[src/hw/rtl/pfcv_pkg.sv]
// Package for the pose frame conversion block: shared types and constants.
// Used by the interfaces' users, the front, queue, divider, back and top level.
package pfcv_pkg;

   typedef logic signed [32:0] wide_type;
   typedef logic signed [31:0] word_type;

   // One classified sample, handed from the front to the back.
   typedef struct packed {
      wide_type [3:0] enu_vec;   // (qz+qx, qx-qz, qw+qy, qw-qy)
      wide_type [3:0] ned_vec;   // (qx, qz, -qy, qw)
      word_type [2:0] enu_pos;   // east, north, up
      word_type [2:0] ned_pos;   // north, east, down
      wide_type [2:0] diff;      // ENU position minus previous ENU position
      logic [47:0]    dt;
      logic           valid;
   } job_type;

   localparam logic DIV_MODE_QUAT = 1'b0;
   localparam logic DIV_MODE_VEL  = 1'b1;

   typedef struct packed {
      logic        start;
      logic        mode;
      logic [63:0] num;
      logic [47:0] den;
   } div_req_type;

   typedef struct packed {
      logic        done;
      logic [32:0] quot;
   } div_rsp_type;

   localparam logic [31:0] Q30_ONE   = 32'h4000_0000;
   localparam logic [32:0] US_PER_S  = 33'd1000000;
   localparam logic [31:0] WORD_MAX  = 32'h7FFF_FFFF;
   localparam logic [31:0] WORD_MIN  = 32'h8000_0000;

endpackage

[src/hw/rtl/pfcv_divider.sv]
// Shared restoring divider, one quotient bit per cycle.
// Depends on pfcv_pkg; the caller guarantees the quotient fits the mode.
module pfcv_divider
   import pfcv_pkg::*;
(
   input  logic        clock,
   input  logic        reset,
   input  div_req_type div_req,
   output div_rsp_type div_rsp
);

   logic [48:0] rem_ff, rem_in;
   logic [63:0] dsr_ff, dsr_in;
   logic [32:0] quot_ff, quot_in;
   logic [5:0]  cnt_ff, cnt_in;
   logic        busy_ff, busy_in;
   logic        done_ff, done_in;
   logic [48:0] trial;

   assign div_rsp.done = done_ff;
   assign div_rsp.quot = quot_ff;

   always_comb begin
      rem_in  = rem_ff;
      dsr_in  = dsr_ff;
      quot_in = quot_ff;
      cnt_in  = cnt_ff;
      busy_in = busy_ff;
      done_in = 1'b0;
      trial   = {rem_ff[47:0], dsr_ff[63]};
      if (div_req.start) begin
         busy_in = 1'b1;
         quot_in = '0;
         if (div_req.mode == DIV_MODE_QUAT) begin
            rem_in = {16'd0, div_req.num[63:31]};
            dsr_in = {div_req.num[30:0], 33'd0};
            cnt_in = 6'd31;
         end else begin
            rem_in = {18'd0, div_req.num[63:33]};
            dsr_in = {div_req.num[32:0], 31'd0};
            cnt_in = 6'd33;
         end
      end else if (busy_ff) begin
         dsr_in = {dsr_ff[62:0], 1'b0};
         if (trial >= {1'b0, div_req.den}) begin
            rem_in  = trial - {1'b0, div_req.den};
            quot_in = {quot_ff[31:0], 1'b1};
         end else begin
            rem_in  = trial;
            quot_in = {quot_ff[31:0], 1'b0};
         end
         cnt_in = cnt_ff - 6'd1;
         if (cnt_ff == 6'd1) begin
            busy_in = 1'b0;
            done_in = 1'b1;
         end
      end
   end

   always_ff @(posedge clock) begin
      rem_ff  <= rem_in;
      dsr_ff  <= dsr_in;
      quot_ff <= quot_in;
      cnt_ff  <= cnt_in;
      if (reset) begin
         busy_ff <= 1'b0;
         done_ff <= 1'b0;
      end else begin
         busy_ff <= busy_in;
         done_ff <= done_in;
      end
   end

endmodule

[config.mk]
export PLATFORM = sky130hd
export DESIGN_NAME = pfcv_divider
export DESIGN_NICKNAME = d
export VERILOG_FILES = /design/src/hw/rtl/pfcv_pkg.sv /design/src/hw/rtl/pfcv_divider.sv
export SDC_FILE = /design/constraint.sdc
export NUM_CORES = 1
export LEC_CHECK = 0
export BUFFER_PORTS_ARGS = -buffer_cell sky130_fd_sc_hd__buf_2
export CELL_PAD_IN_SITES_DETAIL_PLACEMENT = 0
export CELL_PAD_IN_SITES_GLOBAL_PLACEMENT = 1
export CORE_MARGIN = 3
export CORE_UTILIZATION = 40
export DETAILED_ROUTE_END_ITERATION = 10
export PLACE_DENSITY_LB_ADDON = 0.1
export SLEW_MARGIN = 25
export SYNTH_ARGS = -nofsm -noshare
export SYNTH_HDL_FRONTEND = slang
export SYNTH_SLANG_ARGS = --single-unit
[constraint.sdc]
create_clock -name clock -period 3.92 [get_ports clock]
set_clock_uncertainty 0.2 [all_clocks]
set_input_delay 0.196 -clock clock [delete_from_list [all_inputs] [get_ports clock]]
set_output_delay 0.196 -clock clock [all_outputs]
set_load 0.005 [all_outputs]
==> key figures <==
Place
  – Buffers on Ports: about 150
  – Placer congestion estimate: between 0.8 and 0.9
  – Pre-CTS setup slack: roughly 340 ps
  – Post-DP HPWL: between 15000 and 20000 um
  – Dpl cell area: 10100 um^2

Clock tree
  – Root Driver: clkbuf_16
  – Clk buf depth: 2
  – Worst-path clk slew: 70 ps
  – Cts bufs inserted: 17
  – CTS tree: done
  – Worst skew pair latency: about 430 ps
  – Sink Count: approximately 120
  – H-tree depth: 4
  – Post_cts resized: 0

Die
  – Initial Util: between 40% and 50%
  – Die area: about 25000 um^2
  – IO Pins: 150
  – # rows: 54
  – Die width: around 160 um
  – Die span in y: approximately 160 um
  – Core footprint: roughly 22000 um^2

Timing
  – Max_slew headroom: between 40% and 50%
  – Final setup margin: ~320 ps
  – FMAX: ~0.28 GHz
  – Max-slew violations: 0
  – RSZ-0062 raised after global routing: no
  – Hold_ws: 1.04 ps
  – Fin. Hold Viols: 0
  – Worst Tran Pin Value: around 840 ps
  – # setup viols final: 0
  – Tmin final: approximately 3600 ps
  – Crit share post-route: between 90 and 100%
  – Setup TNS: 0 ps

Synth
  – Post-synth EDFFs: between 80 and 90
  – Post-Syn Instances: slightly above 1000
  – Main synth FF type: edfxtp_1
  – Synth area leader: edfxtp_1
  – Mapped Area: 9090 um^2
  – Syn_nets: roughly 1200
  – Syn. warnings: 0
  – Synth Register Bits: between 100 and 150
  – Synth area leaders: edfxtp_1 29%, mux2i_1 10%, dfxtp_1 7.7%
  – Top-area cell type share of the netlist area: between 20% and 30%
  – Post-synthesis area per instance: around 9 um^2
  – Seq/Total Area, Yosys: a little over a third
  – Synth unique cells: 70
  – Ys async rst share: 0%

Route
  – Drt total wl: 26300 um
  – 1st-pass router iterations: 7
  – DRC errors left: 0
  – DR iter-0 viols: ~470
  – Antenna-violating nets left: 0
  – Vias: around 8200
  – Routed len/inst: roughly 18 um
  – Via density: ~5.6

GRT
  – Overflow after GRT: 0
  – Met3 usage: 4.48%
  – GRT Overall Usage: 21.4%
  – Initial antenna violation count: 1
  – Vias in the first global route: 8268
  – Global route hottest layer: met2
  – First-pass GRT wire length: 42700 um
  – Met2 Usage GRT: between 30% and 40%
  – Largest net degree at the start of global routing: between 50 and 60
  – GR Util met1: 29.0%

Cells and area
  – Commonest non-fill, non-tap cell in the layout: buf_2
  – Area added between synthesis and finish: 22.3%
  – Commonest cells after routing, fill and taps aside: 147 x buf_2, 121 x nor2_1, 92 x mux2i_1
  – Nets: between 1000 and 1500
  – Fillcell total: between 2000 and 2500
  – Finished Core Util: roughly half
  – Fin area: ~11000 um^2
  – Fraction of layout cells with a size suffix above 1: between 10% and 20%
  – Antenna diode count: 0

Critical path
  – CP required: a little under 4000 ps
  – Critical Path End Type: flip-flop
  – Arr. time, crit path: roughly 3600 ps
  – Worst Path Max Fanout: 16
  – Number of cells on the worst reg-to-reg path: 11
  – RR Startpoint: rem_ff[7]
  – Worst R2R End: rem_ff[15]
  – Flop2flop setup slack: around 320 ps
  – CP Launch Type: flip-flop
  – Setup CP Type: reg -> reg
  – Worst setup startpoint: rem_ff[7]
  – Crit path to: rem_ff[15]

Run status
  – Status: complete, no violations

Worst hold path
  – Hold WC Path Type: in -> reg
  – Cells on Worst Hold Path: 3

Power and ir drop
  – P per Cell Area: a little under 700 nW/um^2
  – Peak supply drop: roughly 0.34 mV
  – Static Leak: 4.92 nW

Run
  – # Max-Cap Violations: 0
[flip-flops by register name (all words and copies together) (netlist names)]
name / cells
dsr_ff: 33
busy_ff: 1
rem_ff: 48
quot_ff: 33
cnt_ff: 6
done_ff: 1
[worst max-delay path, stage by stage, from the launching register on]
cell	delay, ps
edfxtp_1	390
ha_1	400
and3_4	230
nand4_1	150
o21bai_4	230
and4b_4	200
o31ai_4	310
a21o_4	230
a31o_4	310
nand2_2	90
buf_4	220
a311o_1	380
[power by group]
| group | internal [W] | leakage, nW | switching [W] | total (W) |
|---|---|---|---|---|
| registers | 0.00176 | 1.16 | 0.000151 | 0.00192 |
| clock network | 0.000844 | 0.281 | 0.000712 | 0.00156 |
| logic | 0.00161 | 3.47 | 0.00239 | 0.00400 |
| total | 0.00422 | 4.92 | 0.00326 | 0.00747 |
[stage by stage]
stage | total power, W | cells
after detailed placement | 0.00585 | 1393
after global routing | 0.00801 | 1470
after floorplan | 0.00480 | 1009
final | 0.00747 | 1470
after CTS | 0.00748 | 1470
after global placement | 0.00587 | 1393
[metal layers]
metal	part of all wire [%]	wire length (um)	vias up
li1	-	-	4080
met1	48	12600	3853
met2	45	12000	193
met3	5.1	1330	35
met4	1.7	436	2
met5	0.027	7	-
[cells in the mapped netlist (all sizes together) (11+ instances only)]
master,count
a21o,27
a21oi,91
a311o,26
buf,25
clkbuf,44
dfxtp,35
edfxtp,87
ha,50
inv,62
mux2i,92
nand2,51
nand3,23
nand4,13
nor2,122
nor4,30
o211ai,11
o21ai,30
xnor2,30
xor2,14
[cell families (layout without fill, tap and decap cells)]
logic type | count (synthesis) | in the layout | share of synthesized area, %
fa+ha+maj | 51 | 51 | 7.10
xor+xnor | 44 | 44 | 4.24
compound gates | 272 | 272 | 20.6
mux | 92 | 92 | 10.1
simple gates | 297 | 297 | 15.7
flops | 122 | 122 | 36.4
buf+inv | 131 | 312 | 5.86
[worst min path at each step]
stage	from	to	slack (ps)
6_report	div_req[54]	dsr_ff[37]	1
5_1_grt	div_req[54]	dsr_ff[37]	20
2_1_floorplan	reset	done_ff	70
3_5_place_dp	reset	done_ff	180
3_3_place_gp	reset	done_ff	170
4_1_cts	div_req[54]	dsr_ff[37]	1
[cell type report]
type / instances / area, um^2 / share of cell area [%]
Multi-Input combinational cell: 756 / 5260 / 47.3
Clock buffer: 17 / 425 / 3.82
Clock inverter: 15 / 146 / 1.32
Inverter: 62 / 233 / 2.09
Timing Repair Buffer: 218 / 1390 / 12.5
Sequential cell: 122 / 3310 / 29.8
Tap cell: 280 / 350 / 3.15
[timing repair]
action                    CTS  global route
buffers inserted            0             0
hold endpoints to repair   33             0
hold buffers               45             0
Note: power is estimated with default switching activity, not from simulation.
