`config.mk`:
```
export PLATFORM = sky130hd
export DESIGN_NAME = pfcv_front_flat
export DESIGN_NICKNAME = d
export VERILOG_FILES = /design/src/hw/rtl/pfcv_pkg.sv /design/src/hw/rtl/pfcv_if.sv /design/src/hw/rtl/pfcv_front.sv /design/src/flat_wrapper.sv
export SDC_FILE = /design/constraint.sdc
export NUM_CORES = 1
export LEC_CHECK = 0
export BUFFER_PORTS_ARGS = -buffer_cell sky130_fd_sc_hd__buf_2
export CORE_AREA = 2 2 348 350
export DETAILED_ROUTE_END_ITERATION = 10
export DIE_AREA = 0 0 350 352
export PLACE_DENSITY = 0.42
export SETUP_SLACK_MARGIN = 0.02
export SYNTH_ARGS = -nofsm -noshare
export SYNTH_HDL_FRONTEND = slang
export SYNTH_SLANG_ARGS = --single-unit
```
`constraint.sdc`:
```
create_clock -name clock -period 24.4 [get_ports clock]
set_input_delay 7.32 -clock clock [delete_from_list [all_inputs] [get_ports clock]]
set_output_delay 7.32 -clock clock [all_outputs]
set_load 0.01 [all_outputs]
```
`src/hw/rtl/pfcv_pkg.sv`:
```
// Package for the pose frame conversion block: shared types and constants.
// Used by the interfaces' users, the front, queue, divider, back and top level.
package pfcv_pkg;

   typedef logic signed [32:0] wide_type;
   typedef logic signed [31:0] word_type;

   // One classified sample, handed from the front to the back.
   typedef struct packed {
      wide_type [3:0] enu_vec;   // (qz+qx, qx-qz, qw+qy, qw-qy)
      wide_type [3:0] ned_vec;   // (qx, qz, -qy, qw)
      word_type [2:0] enu_pos;   // east, north, up
      word_type [2:0] ned_pos;   // north, east, down
      wide_type [2:0] diff;      // ENU position minus previous ENU position
      logic [47:0]    dt;
      logic           valid;
   } job_type;

   localparam logic DIV_MODE_QUAT = 1'b0;
   localparam logic DIV_MODE_VEL  = 1'b1;

   typedef struct packed {
      logic        start;
      logic        mode;
      logic [63:0] num;
      logic [47:0] den;
   } div_req_type;

   typedef struct packed {
      logic        done;
      logic [32:0] quot;
   } div_rsp_type;

   localparam logic [31:0] Q30_ONE   = 32'h4000_0000;
   localparam logic [32:0] US_PER_S  = 33'd1000000;
   localparam logic [31:0] WORD_MAX  = 32'h7FFF_FFFF;
   localparam logic [31:0] WORD_MIN  = 32'h8000_0000;

endpackage

```
`src/hw/rtl/pfcv_if.sv`:
```
// Handshake channel interfaces for the pose frame conversion block.
// Request carries one pose sample, response carries one converted result.
interface pfcv_req_if;
   logic        valid;
   logic        ready;
   logic [47:0] time_us;
   logic signed [31:0] pos_x;
   logic signed [31:0] pos_y;
   logic signed [31:0] pos_z;
   logic signed [31:0] quat_x;
   logic signed [31:0] quat_y;
   logic signed [31:0] quat_z;
   logic signed [31:0] quat_w;
   modport source (output valid, time_us, pos_x, pos_y, pos_z,
                   quat_x, quat_y, quat_z, quat_w, input ready);
   modport sink   (input valid, time_us, pos_x, pos_y, pos_z,
                   quat_x, quat_y, quat_z, quat_w, output ready);
endinterface


```
`src/hw/rtl/pfcv_front.sv`:
```
// Front of the pose frame conversion block: accepts samples, keeps the
// previous ENU sample and builds jobs for the queue. Depends on pfcv_pkg.
module pfcv_front
   import pfcv_pkg::*;
(
   input  logic        clock,
   input  logic        reset,
   pfcv_req_if.sink    req,
   input  logic [15:0] min_dt,
   input  logic        queue_full,
   output logic        push,
   output job_type     job
);

   logic [31:0] prev_east_ff, prev_north_ff, prev_up_ff;
   logic [47:0] prev_time_ff;
   logic        have_prev_ff;
   logic [48:0] dt_full;
   wide_type    qx, qy, qz, qw;

   assign req.ready = !queue_full;
   assign push      = req.valid && !queue_full;

   always_comb begin
      qx = {req.quat_x[31], req.quat_x};
      qy = {req.quat_y[31], req.quat_y};
      qz = {req.quat_z[31], req.quat_z};
      qw = {req.quat_w[31], req.quat_w};
      dt_full = {1'b0, req.time_us} - {1'b0, prev_time_ff};

      job.enu_vec[0] = qz + qx;
      job.enu_vec[1] = qx - qz;
      job.enu_vec[2] = qw + qy;
      job.enu_vec[3] = qw - qy;
      job.ned_vec[0] = qx;
      job.ned_vec[1] = qz;
      job.ned_vec[2] = 33'sd0 - qy;
      job.ned_vec[3] = qw;
      job.enu_pos[0] = req.pos_z;
      job.enu_pos[1] = req.pos_x;
      job.enu_pos[2] = req.pos_y;
      job.ned_pos[0] = req.pos_x;
      job.ned_pos[1] = req.pos_z;
      // Negating the most negative value saturates.
      job.ned_pos[2] = (req.pos_y == WORD_MIN) ? WORD_MAX : 32'sd0 - req.pos_y;
      job.diff[0] = {req.pos_z[31], req.pos_z} - {prev_east_ff[31], prev_east_ff};
      job.diff[1] = {req.pos_x[31], req.pos_x} - {prev_north_ff[31], prev_north_ff};
      job.diff[2] = {req.pos_y[31], req.pos_y} - {prev_up_ff[31], prev_up_ff};
      job.dt    = dt_full[47:0];
      job.valid = have_prev_ff && !dt_full[48] && (dt_full[47:0] > {32'd0, min_dt});
   end

   always_ff @(posedge clock) begin
      if (reset) begin
         prev_east_ff  <= '0;
         prev_north_ff <= '0;
         prev_up_ff    <= '0;
         prev_time_ff  <= '0;
         have_prev_ff  <= 1'b0;
      end else if (push) begin
         prev_east_ff  <= req.pos_z;
         prev_north_ff <= req.pos_x;
         prev_up_ff    <= req.pos_y;
         prev_time_ff  <= req.time_us;
         have_prev_ff  <= 1'b1;
      end
   end

endmodule

```
`src/flat_wrapper.sv`:
```
// flat-port wrapper written by rule: the top's interface ports become plain ports
module pfcv_front_flat import pfcv_pkg::*;
  (clock, reset, min_dt, queue_full, push, job, req_valid, req_time_us, req_pos_x, req_pos_y, req_pos_z, req_quat_x, req_quat_y, req_quat_z, req_quat_w, req_ready);
  pfcv_req_if req_i ();
  input  logic clock;
  input  logic reset;
  input  logic [15:0] min_dt;
  input  logic queue_full;
  output logic push;
  output job_type job;
  input wire logic [$bits(req_i.valid)-1:0] req_valid;
  input wire logic [$bits(req_i.time_us)-1:0] req_time_us;
  input wire logic [$bits(req_i.pos_x)-1:0] req_pos_x;
  input wire logic [$bits(req_i.pos_y)-1:0] req_pos_y;
  input wire logic [$bits(req_i.pos_z)-1:0] req_pos_z;
  input wire logic [$bits(req_i.quat_x)-1:0] req_quat_x;
  input wire logic [$bits(req_i.quat_y)-1:0] req_quat_y;
  input wire logic [$bits(req_i.quat_z)-1:0] req_quat_z;
  input wire logic [$bits(req_i.quat_w)-1:0] req_quat_w;
  output wire logic [$bits(req_i.ready)-1:0] req_ready;
  assign req_i.valid = req_valid;
  assign req_i.time_us = req_time_us;
  assign req_i.pos_x = req_pos_x;
  assign req_i.pos_y = req_pos_y;
  assign req_i.pos_z = req_pos_z;
  assign req_i.quat_x = req_quat_x;
  assign req_i.quat_y = req_quat_y;
  assign req_i.quat_z = req_quat_z;
  assign req_i.quat_w = req_quat_w;
  assign req_ready = req_i.ready;
  pfcv_front u_core (.clock(clock), .reset(reset), .req(req_i), .min_dt(min_dt), .queue_full(queue_full), .push(push), .job(job));
endmodule
```
==> run summary <==
The number of gates resized after cts is 0, and the data required time of the critical path is 17.08 ns. The final layout contains routed wiring with a total length of 103,000 um. The number of DRC markers after the initial detailed-route iteration came out at 1,105.

In this run, synthesis inferred 0 flip-flops with an integrated enable. The transition time at the pin with the least slew margin is 1.17 ns. The count of final hold-check violations is 0. The primary flip-flop cell chosen by synthesis mapping was sky130_fd_sc_hd__dfxtp_1.

Across all setup checks in the final design, the least slack found is 4.76 ns. The floorplan step defined a die boundary enclosing 123,000 um^2. The area fraction in compound gates after synthesis works out to 0.222.

The type of element launching the critical path is a primary input. Counting flops and latches in the post-synthesis netlist gives 145. The logs give 0.129 for the post-synthesis sequential area ratio and 0.50 ns for the clock latency reported for the late side of the worst-skew pair. The core region is 119,000 um^2.

The worst-case reg-to-reg path depth is 2. TritonCTS built the clock tree. The xor and xnor area share after synthesis is 0.104. The final period demand of the worst path works out to 19.64 ns. In this run the worst setup path begins at req_time_us[4]. Summed over all cells, the static leakage comes to 12.7 nW. Counting the fill cells in the layout gives 13,700.

The flow ran to the end, and the final reports show no timing, DRC or antenna violations. The top-area cell type share of the netlist area is 0.161. The count of input and output buffers works out to 897.

For the I/O pin count, the log shows 898. For the max-slew violation count, the log shows 0. In this run the critical register-to-register path is launched from u_core.prev_time_ff[1]. Setup violations remaining at the end of the flow were counted as 0. The first TritonRoute pass finished after 7 iterations.

The cell area that synthesis handed to floorplanning was 22,600 um^2. The run gives 0.570 as the portion of total power attributed to combinational logic. The adder and majority cell fraction of the synthesized area is 0.168, and the maximum VDD drop is 0.0444 mV. Synthesized area per cell: 6.89 um^2. After clock tree synthesis, the clock-pin slew on the worst setup and hold paths is 0.08 ns. For this design, the sink count on the clock tree is 145. Utilization after layout: 0.230. For the peak clock frequency supported by timing, the log shows 50.9 MHz.

The internal power of the cells totals 0.690 mW. By area, the combinational part of the netlist is dominated by compound AO/OA/AOI/OAI gates. The tightest min-delay check is of the reg2reg type. Across the run, the number of max-cap violations was 0.

Timing analysis after detailed placement gives a worst setup slack of 4.77 ns. Counting every net in the synthesized netlist gives 3,868. The first global-routing pass estimated 149,000 um of wire. Clock tree synthesis inserted a total of 17 buffers.

After routing, the total negative slack on setup checks comes to 0 ns. The tools report the warning count from the yosys run as 0. The commonest cells after synthesis are sky130_fd_sc_hd__nand2_1, sky130_fd_sc_hd__a21oi_1, sky130_fd_sc_hd__inv_1.

The part of the total power dissipated in the clock network was 0.235. Number of cell rows: 127. The routed layout has 23,900 vias. The mean routed wirelength per cell is 18.9 um, and the die width is 350 um.

The tools report the proportion of power drawn by flip-flops and latches as 0.195. Power spread over the standard cell area amounts to 47.3 nW/um^2. The number of nets in the final layout was 4,421; the proportion of layout cells with a drive suffix above 1 was 0.253.

The critical path ends at job[0]. The H-tree generated during clock tree synthesis spans 4 levels. At the worst endpoint, the arrival time is 12.32 ns.

The buffer depth of the longest clock path came out at 2. The simple logic cell fraction of the synthesized area came out at 0.213. In this run, distinct cell masters in the synthesized netlist total 80. The number of antenna violations at the first check in global routing came out at 29.

Final weighted congestion of routability-driven global placement: 0.921. The tools report the capturing element type of the critical path as an output port. Post-CTS timing repair inserted 0 buffers for setup.

Top fanout value on the critical path: 4. The quantity of hold-fixing buffers added after cts was 0. For the DRC violation count after routing, the log shows 0. The register-to-register setup slack was 23.69 ns.

The worst register-to-register path ends at u_core.prev_time_ff[1]. The dominant cell type by area after synthesis was sky130_fd_sc_hd__ha_1. The fraction of registers with async set or reset after synthesis was 0; the average via count per standard cell was 4.38. The multiplexer share of the synthesized area is 0.00272. Most frequent cell after synthesis: sky130_fd_sc_hd__nand2_1.

The analysis attributes to net switching a power of 0.606 mW. Class of the most critical setup path: in2out. The area added between synthesis and finish came out at 21.5%. Setup repair after global routing left no endpoint under its margin. Residual antenna-violating net count after detailed routing: 0. For the overflow left after global routing, the log shows 0. Entering global routing, the biggest net connects 76 pins. The tools report the post-detailed-placement half-perimeter wirelength as 88,700 um.

Measured along the y axis, the die boundary spans 352 um. The final setup skew was 0 ns; the effective utilization at floorplan was 0.189. The tree is rooted in a sky130_fd_sc_hd__clkbuf_16. The tools report the max-slew headroom at the worst pin as 0.212. Global-route usage over all layers: 0.160.

The switching part of the total was 0.468. After technology mapping, the gate count stands at 3,278. By area the synthesized netlist is led by sky130_fd_sc_hd__ha_1, sky130_fd_sc_hd__dfxtp_1, sky130_fd_sc_hd__buf_4.

The fraction of the cycle the final worst path needs was 0.805. The via count of the first global-routing pass came out at 23,000.
[cells in the final DEF (no fill, tap or decap), types with 20 or more instances in the layout]
cell type	instances
sky130_fd_sc_hd__nor4_1	20
sky130_fd_sc_hd__xor2_1	61
sky130_fd_sc_hd__buf_2	896
sky130_fd_sc_hd__a31oi_1	22
sky130_fd_sc_hd__o21a_1	28
sky130_fd_sc_hd__nor2b_1	45
sky130_fd_sc_hd__a21oi_1	356
sky130_fd_sc_hd__nand3_1	41
sky130_fd_sc_hd__a211oi_1	27
sky130_fd_sc_hd__nand2_1	438
sky130_fd_sc_hd__inv_1	339
sky130_fd_sc_hd__nor3_1	74
sky130_fd_sc_hd__a21o_1	78
sky130_fd_sc_hd__nor2_1	226
sky130_fd_sc_hd__nand4_1	31
sky130_fd_sc_hd__dfxtp_1	145
sky130_fd_sc_hd__and3_1	24
sky130_fd_sc_hd__o21ai_0	120
sky130_fd_sc_hd__nand2b_1	46
sky130_fd_sc_hd__o21bai_1	35
sky130_fd_sc_hd__ha_1	290
sky130_fd_sc_hd__xnor2_1	207
[routing by layer]
metal / vias up / global-route usage / part of all wire / wire (um)
met5: - / 0 / 0.0016 / 164
met1: 11100 / 0.193 / 0.43 / 43800
li1: 12000 / - / - / -
met2: 732 / 0.276 / 0.48 / 49100
met4: 26 / 0.0384 / 0.019 / 1980
met3: 107 / 0.0481 / 0.077 / 7910
[final cells by class]
cell class                      count  area, um^2  area share
Tap cell                         1612        2020      0.0735
Timing Repair Buffer              906        4560       0.166
Clock buffer                       17         425      0.0155
Sequential cell                   145        2900       0.106
Inverter                          340        1280      0.0466
Antenna cell                        6        15.0    0.000547
Clock inverter                     15         220     0.00803
Multi-Input combinational cell   2421       16000       0.584
[worst min path at each step]
stage          slack [ns]  cells past startpoint                  endpoint                     start
3_3_place_gp         0.44                      2      u_core.prev_up_ff[8]      u_core.prev_up_ff[8]
6_report             0.46                      2  u_core.prev_north_ff[10]  u_core.prev_north_ff[10]
4_1_cts              0.46                      2     u_core.prev_up_ff[27]     u_core.prev_up_ff[27]
3_5_place_dp         0.45                      2   u_core.prev_time_ff[25]   u_core.prev_time_ff[25]
5_1_grt              0.47                      2   u_core.prev_time_ff[25]   u_core.prev_time_ff[25]
2_1_floorplan        0.43                      2       u_core.have_prev_ff       u_core.have_prev_ff
[cell families (layout without fill, tap and decap cells)]
family / Yosys count / in the layout
multiplexers: 6 / 6
adder cells (fa/ha/maj): 298 / 298
other: 0 / 6
buffers and inverters: 712 / 1278
AO/OA/AOI/OAI: 810 / 810
AND/OR/NAND/NOR: 1039 / 1039
flip-flops: 145 / 145
XOR/XNOR: 268 / 268
[through the flow]
stage          area, um^2  power (mW)  std cells  hold WS (ns)
5_1_grt             27400        1.39       5457         0.469
4_1_cts             27400        1.33       5456         0.457
2_1_floorplan       22600       0.706       3278         0.434
3_3_place_gp        26800        1.01       5424         0.441
6_report            27400        1.30       5462         0.456
3_5_place_dp        26800        1.00       5424         0.446
[registers in the layout (all words and copies together) (netlist names)]
| register | count |
|---|---|
| u_core.prev_east_ff | 32 |
| u_core.have_prev_ff | 1 |
| u_core.prev_time_ff | 48 |
| u_core.prev_north_ff | 32 |
| u_core.prev_up_ff | 32 |
[power by group through the flow]
| stage | Sequential (mW) | Clock, mW | Combinational [mW] |
|---|---|---|---|
| final | 0.253 | 0.304 | 0.740 |
| after global routing | 0.254 | 0.329 | 0.810 |
| after CTS | 0.253 | 0.323 | 0.749 |
| after detailed placement | 0.258 | 0 | 0.745 |
| after global placement | 0.258 | 0 | 0.749 |
| after floorplan | 0.257 | 0 | 0.449 |
[worst max-delay path, cell delays in order]
cell                      delay, ns
sky130_fd_sc_hd__buf_2         0.11
sky130_fd_sc_hd__ha_1          0.35
sky130_fd_sc_hd__a21o_1        0.19
sky130_fd_sc_hd__nor3_1        0.19
sky130_fd_sc_hd__a21oi_1       0.15
sky130_fd_sc_hd__a21oi_1       0.17
sky130_fd_sc_hd__o21ai_0       0.13
sky130_fd_sc_hd__nand3_1       0.12
sky130_fd_sc_hd__nand2_1       0.09
sky130_fd_sc_hd__a21o_1        0.19
sky130_fd_sc_hd__a21oi_1       0.18
sky130_fd_sc_hd__xnor2_1       0.12
sky130_fd_sc_hd__ha_1          0.31
sky130_fd_sc_hd__nand4_1       0.13
sky130_fd_sc_hd__or4_1         0.55
sky130_fd_sc_hd__a211o_1       0.36
sky130_fd_sc_hd__nor4_1        0.21
sky130_fd_sc_hd__nor4b_1       0.25
sky130_fd_sc_hd__or4b_1        0.50
sky130_fd_sc_hd__nor4b_2       0.25
sky130_fd_sc_hd__a31oi_1       0.23
sky130_fd_sc_hd__buf_2         0.21
Power figures use the tool's default switching activity.
