$ cat src/hw/rtl/pfcv_pkg.sv
// Package for the pose frame conversion block: shared types and constants.
// Used by the interfaces' users, the front, queue, divider, back and top level.
package pfcv_pkg;

   typedef logic signed [32:0] wide_type;
   typedef logic signed [31:0] word_type;

   // One classified sample, handed from the front to the back.
   typedef struct packed {
      wide_type [3:0] enu_vec;   // (qz+qx, qx-qz, qw+qy, qw-qy)
      wide_type [3:0] ned_vec;   // (qx, qz, -qy, qw)
      word_type [2:0] enu_pos;   // east, north, up
      word_type [2:0] ned_pos;   // north, east, down
      wide_type [2:0] diff;      // ENU position minus previous ENU position
      logic [47:0]    dt;
      logic           valid;
   } job_type;

   localparam logic DIV_MODE_QUAT = 1'b0;
   localparam logic DIV_MODE_VEL  = 1'b1;

   typedef struct packed {
      logic        start;
      logic        mode;
      logic [63:0] num;
      logic [47:0] den;
   } div_req_type;

   typedef struct packed {
      logic        done;
      logic [32:0] quot;
   } div_rsp_type;

   localparam logic [31:0] Q30_ONE   = 32'h4000_0000;
   localparam logic [32:0] US_PER_S  = 33'd1000000;
   localparam logic [31:0] WORD_MAX  = 32'h7FFF_FFFF;
   localparam logic [31:0] WORD_MIN  = 32'h8000_0000;

endpackage

$ cat src/hw/rtl/pfcv_queue.sv
// Two-entry job queue between the front and the back.
// Depends on pfcv_pkg for the job type.
module pfcv_queue
   import pfcv_pkg::*;
(
   input  logic    clock,
   input  logic    reset,
   input  logic    push,
   input  job_type push_job,
   input  logic    pop,
   output job_type pop_job,
   output logic    full,
   output logic    empty
);

   job_type     mem_ff [2];
   logic        wr_ptr_ff, rd_ptr_ff;
   logic [1:0]  count_ff;

   assign full    = (count_ff == 2'd2);
   assign empty   = (count_ff == 2'd0);
   assign pop_job = mem_ff[rd_ptr_ff];

   always_ff @(posedge clock) begin
      if (push) mem_ff[wr_ptr_ff] <= push_job;
   end

   always_ff @(posedge clock) begin
      if (reset) begin
         wr_ptr_ff <= 1'b0;
         rd_ptr_ff <= 1'b0;
         count_ff  <= 2'd0;
      end else begin
         if (push) wr_ptr_ff <= !wr_ptr_ff;
         if (pop)  rd_ptr_ff <= !rd_ptr_ff;
         if (push && !pop) count_ff <= count_ff + 2'd1;
         else if (pop && !push) count_ff <= count_ff - 2'd1;
      end
   end

endmodule

$ cat config.mk
export PLATFORM = sky130hd
export DESIGN_NAME = pfcv_queue
export DESIGN_NICKNAME = d
export VERILOG_FILES = /design/src/hw/rtl/pfcv_pkg.sv /design/src/hw/rtl/pfcv_queue.sv
export SDC_FILE = /design/constraint.sdc
export NUM_CORES = 1
export LEC_CHECK = 0
export BUFFER_PORTS_ARGS = -buffer_cell sky130_fd_sc_hd__buf_2
export CAP_MARGIN = 20
export CORE_AREA = 2 2 475 477
export DETAILED_ROUTE_END_ITERATION = 10
export DIE_AREA = 0 0 477 479
export GPL_ROUTABILITY_DRIVEN = 0
export GPL_TIMING_DRIVEN = 0
export MAX_ROUTING_LAYER = met4
export PLACE_DENSITY_LB_ADDON = 0.05
export SLEW_MARGIN = 20
export SYNTH_ARGS = -nofsm -noshare
export SYNTH_HDL_FRONTEND = slang
export SYNTH_SLANG_ARGS = --single-unit
export TNS_END_PERCENT = 50
$ cat constraint.sdc
create_clock -name clock -period 28.9 [get_ports clock]
set_clock_uncertainty 0.05 [all_clocks]
set_input_delay 1.445 -clock clock [delete_from_list [all_inputs] [get_ports clock]]
set_output_delay 1.445 -clock clock [all_outputs]
set_load 0.05 [all_outputs]
==> results.sh, run 1 <==
export IMPL_status="completed"
export IMPL_drive_gt1_share_pct=62.2
export IMPL_die_y_um=479
export IMPL_r2r_end="mem_ff[1][417]"
export IMPL_peakVddDrop_mv=0.0544
export IMPL_dr_total_vias=23900
export IMPL_post_cts_buffers=0
export IMPL_crit_required_ps=27410
export IMPL_synth_top_area_share_pct=77.7
export IMPL_place_inst=6153
export IMPL_wl_um=157000
export IMPL_dieWidth_um=477
export IMPL_min_delay_start="count_ff[1]"
export IMPL_timing_hold_violations_final=0
export IMPL_netlist_area_mm2=0.0467
export IMPL_ys_ff_latch=1213
export IMPL_antenna_found_initial=190
export IMPL_post_route_min_period_ps=3910
export IMPL_yosysWarnings=0
export IMPL_hold_slack_ps=451
export IMPL_worstSkewPairLatency_ps=760
export IMPL_nFillCells=22500
export IMPL_ios=1214
export IMPL_first_pass_iters=5
export IMPL_grt_start_max_net_pins=51
export IMPL_rsz0062_at_grt="no"
export IMPL_cts_buffer_depth=3
export IMPL_fin_tns_setup_ps=0
export IMPL_drt_iter0_drc=930
export IMPL_min_path_cells=2
export IMPL_clk_pin_slew_worst_paths_ps=60
export IMPL_grt_pass1_wl_um=213000
export IMPL_cts_buffers=152
export IMPL_synth_ff_type="edfxtp_1"
export IMPL_grt_use_total_pct=13.8
export IMPL_finalMaxSlewViolations=0
export IMPL_hold_class="flop to flop"
export IMPL_grt_pass1_vias=26100
export IMPL_hpwl_um=123000
export IMPL_cap_violations=0
export IMPL_cts_hold_buf=0
export IMPL_critical_path_max_fanout=10
export IMPL_criticalPathCategory="flop to primary output"
export IMPL_viasPerCell=3.68
export IMPL_netlist_cell_type_count=18
export IMPL_cts_sinks=1213
export IMPL_row_count=174
export IMPL_utilization_pct=27.9
export IMPL_cts_htree_levels=4
export IMPL_initial_core_util_pct=20.9
export IMPL_synthToLayoutAreaGrowth_pct=33.8
export IMPL_overflow=0
export IMPL_reg2reg_slack_ps=26000
export IMPL_antenna_left=0
export IMPL_final_area_mm2=0.0624
export IMPL_p_leak_nw=23.9
export IMPL_crit_path_start_kind="flop"
export IMPL_post_place_ws_ps=24680
export IMPL_total_power_mw=4.74
export IMPL_routedWlPerCell_um=24.2
export IMPL_post_cts_resized=0
export IMPL_final_nets=3924
export IMPL_finalNonFillerCells=6492
export IMPL_seq_area_frac_synth_pct=78.0
export IMPL_fmax_mhz=256
export IMPL_yosys_top_cells_area="edfxtp_1, mux2_4, buf_12"
export IMPL_syn_nets=2510
export IMPL_p_per_area_mw_per_mm2=75.9
export IMPL_avgSynthCellArea_um2=24.5
export IMPL_setup_violations=0
export IMPL_async_reset_ff_share_pct=0
export IMPL_max_slew_margin_pct=59.2
export IMPL_die_area_mm2=0.228
export IMPL_placed_cell_area_mm2=0.0576
export IMPL_rr_worst_depth=6
export IMPL_ctsRootBufferMaster="clkbuf_16"
export IMPL_synth_cells=1901
export IMPL_worst_slew_pin_slew_ps=610
export IMPL_worst_slack_ps=24990
export IMPL_portBuffers=1213
export IMPL_cts_tree="built"
export IMPL_hold_end="count_ff[1]"
export IMPL_synth_edff_count=1208
export IMPL_core_area_mm2=0.224
export IMPL_r2r_start="wr_ptr_ff"
export IMPL_period_share_pct=13.5
export IMPL_drc=0
export IMPL_end_kind="primary output"
export IMPL_crit_arrival_ps=2410
export IMPL_yosys_area_top_type="edfxtp_1"
-- synth_stat cells, drive strengths merged (2+ instances only) --
master,instances
buf,67
dfxtp,5
edfxtp,1208
mux2,604
nor2,5
nor2b,2
xnor2,2
xor2,2
-- state kept, by name (all words and copies together), names as in the netlist, named ones only --
register   count
mem_ff      1208
rd_ptr_ff      1
wr_ptr_ff      1
count_ff       2
-- how the worst max path moves through the flow --
| stage | cells after the start | startpoint | end |
|---|---|---|---|
| 6_report | 5 | flop | pop_job[105] |
| 5_1_grt | 5 | flop | pop_job[452] |
| 4_1_cts | 5 | flop | pop_job[105] |
| 3_5_place_dp | 10 | push | mem_ff[0][392] |
| 3_3_place_gp | 2 | push | mem_ff[0][365] |
| 2_1_floorplan | 1 | push | mem_ff[0][0] |
-- cell type report --
class	count	area, um2	area share, %
Multi-Input combinational cell	620	9010	14.4
Inverter	1	3.75	0.00601
Timing Repair Buffer	1260	7210	11.6
Sequential cell	1213	36400	58.3
Buffer	67	1280	2.05
Clock inverter	71	526	0.842
Clock buffer	190	4070	6.53
Antenna cell	78	195	0.313
Tap cell	2992	3740	6.00
-- where the power goes --
group / switching [mW] / internal [mW] / total [mW]
registers: 0.0232 / 2.06 / 2.08
logic: 0.601 / 0.291 / 0.892
clock network: 0.732 / 1.04 / 1.77
-- per-layer routing --
metal	global-route usage, %	routed length, um	vias to the layer above
met2	23.5	78300	1142
met5	-	0	-
met1	13.2	53700	11800
li1	-	-	10600
met4	3.27	4220	0
met3	8.19	20700	373
-- layout by cell type (no fill, tap or decap), types with 2 or more instances in the layout --
cell	count
clkinv_1	34
xor2_1	2
buf_2	1213
clkinv_4	2
mux2_2	44
edfxtp_1	1208
bufinv_16	5
clkinv_16	2
buf_16	27
diode_2	78
clkbuf_1	32
dfxtp_1	5
clkinv_2	25
buf_4	4
buf_12	81
xnor2_1	2
mux2_4	560
clkbuf_16	158
nor2_1	5
-- worst max-delay path, stage by stage (launching register included) --
cell	delay, ps
dfxtp_1	320
buf_6	290
buf_12	260
buf_12	180
mux2_4	340
buf_2	230
-- kinds of logic after synthesis --
logic type               Yosys count  synth area share [%]
flip-flops                      1213                  78.0
multiplexers                     604                  19.1
buffers and inverters             68                  2.75
AND/OR/NAND/NOR                    9                0.0939
XOR/XNOR                           4                0.0751
AO/OA/AOI/OAI                      2                0.0214
adder cells (fa/ha/maj)            1                0.0268
Note: power is estimated with default switching activity, not from simulation.
==> run 2: changes to the inputs <==
--- a/config.mk
+++ b/config.mk
@@ -7,9 +7,9 @@
 export LEC_CHECK = 0
 export BUFFER_PORTS_ARGS = -buffer_cell sky130_fd_sc_hd__buf_2
 export CAP_MARGIN = 20
-export CORE_AREA = 2 2 475 477
+export CORE_AREA = 2 2 480 482
 export DETAILED_ROUTE_END_ITERATION = 10
-export DIE_AREA = 0 0 477 479
+export DIE_AREA = 0 0 482 484
 export GPL_ROUTABILITY_DRIVEN = 0
 export GPL_TIMING_DRIVEN = 0
 export MAX_ROUTING_LAYER = met4
==> constraint.sdc (replaced) <==
create_clock -name clock -period 4.01 [get_ports clock]
set_clock_uncertainty 0.05 [all_clocks]
set_input_delay 0.2005 -clock clock [delete_from_list [all_inputs] [get_ports clock]]
set_output_delay 0.2005 -clock clock [all_outputs]
set_load 0.05 [all_outputs]
==> results.sh, run 2 (synthesis gave the netlist of run 1 again) <==
export IMPL_largest_reg_flops=1208
export IMPL_largest_register="mem_ff"
export IMPL_cp_buffers_inverters=6
export IMPL_end_kind="flop"
export IMPL_hold_class="input pin to flop"
export IMPL_p_leak_nw=26.5
export IMPL_setup_violations=0
export IMPL_p_sw_mw=10.1
export IMPL_pwr_share_seq_pct=43.0
export IMPL_layout_common_cells="buf_2, edfxtp_1, dlygate4sd3_1, mux2_4, clkbuf_16"
export IMPL_cts_buffer_depth=3
export IMPL_dr_total_vias=25900
export IMPL_post_cts_buffers=0
export IMPL_drt_iter0_drc=1139
export IMPL_top_regs="mem_ff (1208), count_ff (2)"
export IMPL_hold_slack_ps=96.0
export IMPL_ios=1214
export IMPL_grt_pass1_wl_um=220000
export IMPL_crit_required_ps=4410
export IMPL_total_power_mw=34.9
export IMPL_slowest_stage="and2_4"
export IMPL_die_area_mm2=0.233
export IMPL_crit_arrival_ps=3440
export IMPL_placed_cell_area_mm2=0.0577
export IMPL_row_count=176
export IMPL_wl_um=162000
export IMPL_peakVddDrop_mv=0.353
export IMPL_timing_hold_violations_final=0
export IMPL_utilization_pct=30.0
export IMPL_post_cts_resized=0
export IMPL_grt_use_total_pct=13.9
export IMPL_p_int_mw=24.8
export IMPL_antenna_found_initial=89
export IMPL_post_route_min_period_ps=3040
export IMPL_drc=0
export IMPL_clk_pin_slew_worst_paths_ps=50
export IMPL_core_area_mm2=0.229
export IMPL_cts_hold_buf=617
export IMPL_first_pass_iters=5
export IMPL_rsz0062_at_grt="no"
export IMPL_grt_start_max_net_pins=46
export IMPL_critPathTopFamily="buffers and inverters"
export IMPL_synthToLayoutAreaGrowth_pct=47.1
export IMPL_worst_slack_ps=969
export IMPL_worstSkewPairLatency_ps=750
export IMPL_final_nets=4545
export IMPL_drive_gt1_share_pct=52.5
export IMPL_cts_tree="built"
export IMPL_grt_pass1_vias=29000
export IMPL_final_common_cell="buf_2"
export IMPL_place_inst=6188
export IMPL_post_place_ws_ps=830
export IMPL_routedWlPerCell_um=22.7
export IMPL_clkPwrFrac_pct=36.9
export IMPL_hpwl_um=126000
export IMPL_cts_buffers=155
export IMPL_pwr_share_comb_pct=20.1
export IMPL_critical_path_max_fanout=45
export IMPL_max_slew_margin_pct=59.7
export IMPL_status="completed"
export IMPL_crit_chain="and2_4, buf_12, buf_16, buf_16, buf_12, buf_12, buf_16"
export IMPL_p_sw_share_pct=28.9
export IMPL_p_per_area_mw_per_mm2=508
export IMPL_criticalPathCategory="flop to flop"
export IMPL_overflow=0
export IMPL_dieWidth_um=482
export IMPL_viasPerCell=3.62
export IMPL_worst_slew_pin_slew_ps=605
export IMPL_cts_sinks=1213
export IMPL_fin_tns_setup_ps=0
export IMPL_period_share_pct=75.8
export IMPL_cts_htree_levels=4
export IMPL_fmax_mhz=329
export IMPL_final_area_mm2=0.0686
export IMPL_finalMaxSlewViolations=0
export IMPL_initial_core_util_pct=20.4
export IMPL_finalNonFillerCells=7150
export IMPL_antenna_left=0
export IMPL_cap_violations=0
export IMPL_die_y_um=484
export IMPL_portBuffers=1213
export IMPL_ctsRootBufferMaster="clkbuf_16"
export IMPL_crit_path_start_kind="flop"
export IMPL_slowest_delay_ps=530
## run 2: area by class of cell
cell class,instances,area [um2]
Fill cell,22900,160000
Tap cell,3026,3790
Antenna cell,78,195
Multi-Input combinational cell,620,9010
Sequential cell,1213,36400
Buffer,67,1280
Clock inverter,64,505
Clock buffer,203,4120
Inverter,1,3.75
Timing Repair Buffer,1878,13400
## run 2: worst register-to-register path: stages (launching register included)
cell,delay (ps)
dfxtp_2,360
and2_4,530
buf_12,310
buf_16,320
buf_16,270
buf_12,320
buf_12,270
buf_16,250
## run 2: final timing paths
kind | start | end | slack (ps) | cells past startpoint
worst max-delay path | wr_ptr_ff | mem_ff[1][178] | 970 | 7
worst min register to register | rd_ptr_ff | rd_ptr_ff | 480 | 2
worst max register to register | wr_ptr_ff | mem_ff[1][178] | 970 | 7
worst min-delay path | push_job[346] | mem_ff[1][346] | 100 | 2
## run 2: power groups by stage
stage	sequential [mW]	combinational, mW	clock (mW)
2_1_floorplan	15.5	4.51	0
3_3_place_gp	15.7	6.37	0
3_5_place_dp	15.3	6.61	0
4_1_cts	15.0	7.21	13.4
5_1_grt	15.1	7.37	13.8
6_report	15.0	7.02	12.9
## run 2: layer usage
metal / GRT usage [%] / wire length (um)
met1: 13.9 / 58700
met2: 23.9 / 81900
met3: 6.48 / 17300
met4: 3.93 / 4340
met5: - / 0
==> run 3: changes to the inputs <==
==> constraint.sdc (replaced) <==
create_clock -name clock -period 2.9 [get_ports clock]
set_clock_uncertainty 0.05 [all_clocks]
set_input_delay 0.145 -clock clock [delete_from_list [all_inputs] [get_ports clock]]
set_output_delay 0.145 -clock clock [all_outputs]
set_load 0.05 [all_outputs]
==> results.sh, run 3 (synthesis gave the netlist of run 1 again) <==
export IMPL_status="completed"
export IMPL_cts_buffer_depth=3
export IMPL_final_area_mm2=0.0714
export IMPL_nFillCells=22800
export IMPL_synthToLayoutAreaGrowth_pct=53.0
export IMPL_p_per_area_mw_per_mm2=680
export IMPL_row_count=176
export IMPL_top_usage_layer="met2"
export IMPL_core_area_mm2=0.229
export IMPL_largest_reg_flops=1208
export IMPL_ctsRootBufferMaster="clkbuf_16"
export IMPL_crit_arrival_ps=3090
export IMPL_critPathTopFamily="buffers and inverters"
export IMPL_hpwl_um=126000
export IMPL_multi_input_area_mm2=0.00902
export IMPL_p_leak_nw=27.6
export IMPL_use_met3_pct=6.50
export IMPL_grt_pass1_wl_um=224000
export IMPL_place_inst=6188
export IMPL_cts_buffers=155
export IMPL_cts_sinks=1213
export IMPL_regArea_mm2=0.0364
export IMPL_grt_start_max_net_pins=46
export IMPL_initial_core_util_pct=20.4
export IMPL_drt_iter0_drc=1156
export IMPL_placed_cell_area_mm2=0.0577
export IMPL_antenna_found_initial=86
export IMPL_cap_violations=0
export IMPL_drive_gt1_share_pct=49.2
export IMPL_worst_slew_pin_slew_ps=548
export IMPL_crit_required_ps=3300
export IMPL_grt_pass1_vias=30200
export IMPL_largest_register="mem_ff"
export IMPL_worstSkewPairLatency_ps=750
export IMPL_top_regs="mem_ff (1208), count_ff (2)"
export IMPL_wl_um=164000
export IMPL_final_nets=4821
export IMPL_die_y_um=484
export IMPL_final_common_cell="buf_2"
export IMPL_fmax_mhz=371
export IMPL_post_cts_resized=0
export IMPL_critical_path_max_fanout=45
export IMPL_end_kind="flop"
export IMPL_finalMaxSlewViolations=0
export IMPL_setup_violations=0
export IMPL_criticalPathCategory="flop to flop"
export IMPL_viasPerCell=3.62
export IMPL_post_route_min_period_ps=2690
export IMPL_period_share_pct=92.8
export IMPL_overflow=0
export IMPL_drc=0
export IMPL_cts_tree="built"
export IMPL_antenna_left=0
export IMPL_dieWidth_um=482
export IMPL_crit_chain="and2_4, buf_12, buf_16, buf_16, buf_12, buf_12, buf_16"
export IMPL_slowest_delay_ps=430
export IMPL_portBuffers=1213
export IMPL_grtUsageMet2_pct=24.2
export IMPL_cts_htree_levels=4
export IMPL_rsz0062_at_grt="no"
export IMPL_crit_path_start_kind="flop"
export IMPL_finalNonFillerCells=7422
export IMPL_clk_pin_slew_worst_paths_ps=50
export IMPL_hold_class="input pin to flop"
export IMPL_layout_common_cells="buf_2, edfxtp_1, dlygate4sd3_1, mux2_4, clkbuf_16"
export IMPL_peakVddDrop_mv=0.491
export IMPL_slowest_stage="dfxtp_2"
export IMPL_timing_hold_violations_final=0
export IMPL_grt_use_total_pct=14.0
export IMPL_ios=1214
export IMPL_routedWlPerCell_um=22.1
export IMPL_max_slew_margin_pct=63.5
export IMPL_die_area_mm2=0.233
export IMPL_cp_buffers_inverters=6
export IMPL_first_pass_iters=4
export IMPL_hold_slack_ps=75.8
export IMPL_dr_total_vias=26900
export IMPL_use_met1_pct=14.0
==> run 3: changes by cell type in the layout (fill, tap and decap cells not counted), sizes merged <==
cell	change
dlygate4sd3	+273
diode	-4
buf	+2
and2	+1
==> run 3: timing repair <==
item	in CTS	in global routing
pin swaps	1	0
setup buffers	1	1
endpoints found under the setup margin	41	16
hold endpoints to repair	1246	0
gates cloned	1	0
hold buffers	890	0
==> run 3: metal layers <==
layer	share of wire (%)	wire length, um	vias to the layer above
met5	0	0	-
met4	3.0	4910	0
met2	50	82300	975
met1	36	59600	13300
met3	11	17400	245
li1	-	-	12400
==> run 3: worst paths after layout <==
kind / from / endpoint / slack (ps) / cells after the start
worst max-delay path: wr_ptr_ff / mem_ff[1][178] / 210 / 7
worst min register to register: rd_ptr_ff / rd_ptr_ff / 480 / 2
worst max register to register: wr_ptr_ff / mem_ff[1][178] / 210 / 7
worst min-delay path: push_job[581] / mem_ff[1][581] / 80 / 2
==> run 3: final cells by class <==
cell class | instances | area share, %
Tap cell | 3026 | 5.30
Timing Repair Buffer | 2153 | 22.6
Inverter | 1 | 0.00526
Multi-Input combinational cell | 621 | 12.6
Buffer | 67 | 1.79
Clock buffer | 203 | 5.77
Sequential cell | 1213 | 51.0
Antenna cell | 74 | 0.259
Clock inverter | 64 | 0.708
==> run 3: per-stage QoR <==
step                      utilization [%]  setup TNS [ps]  setup WS, ps  power [mW]
final                                31.2               0           208        48.5
after global routing                 31.2               0          20.6        50.5
after CTS                            31.1               0          38.5        49.6
after detailed placement             25.2          -10800          -271        30.2
after global placement               24.7               -        -13730        30.5
after floorplan                         -        -7345630         -6820        27.6
==> run 3: power breakdown <==
| group | leakage, nW | internal, mW | switching, mW |
|---|---|---|---|
| Clock | 2.26 | 10.3 | 7.47 |
| Combinational | 14.0 | 3.69 | 6.30 |
| Sequential | 11.4 | 20.5 | 0.235 |
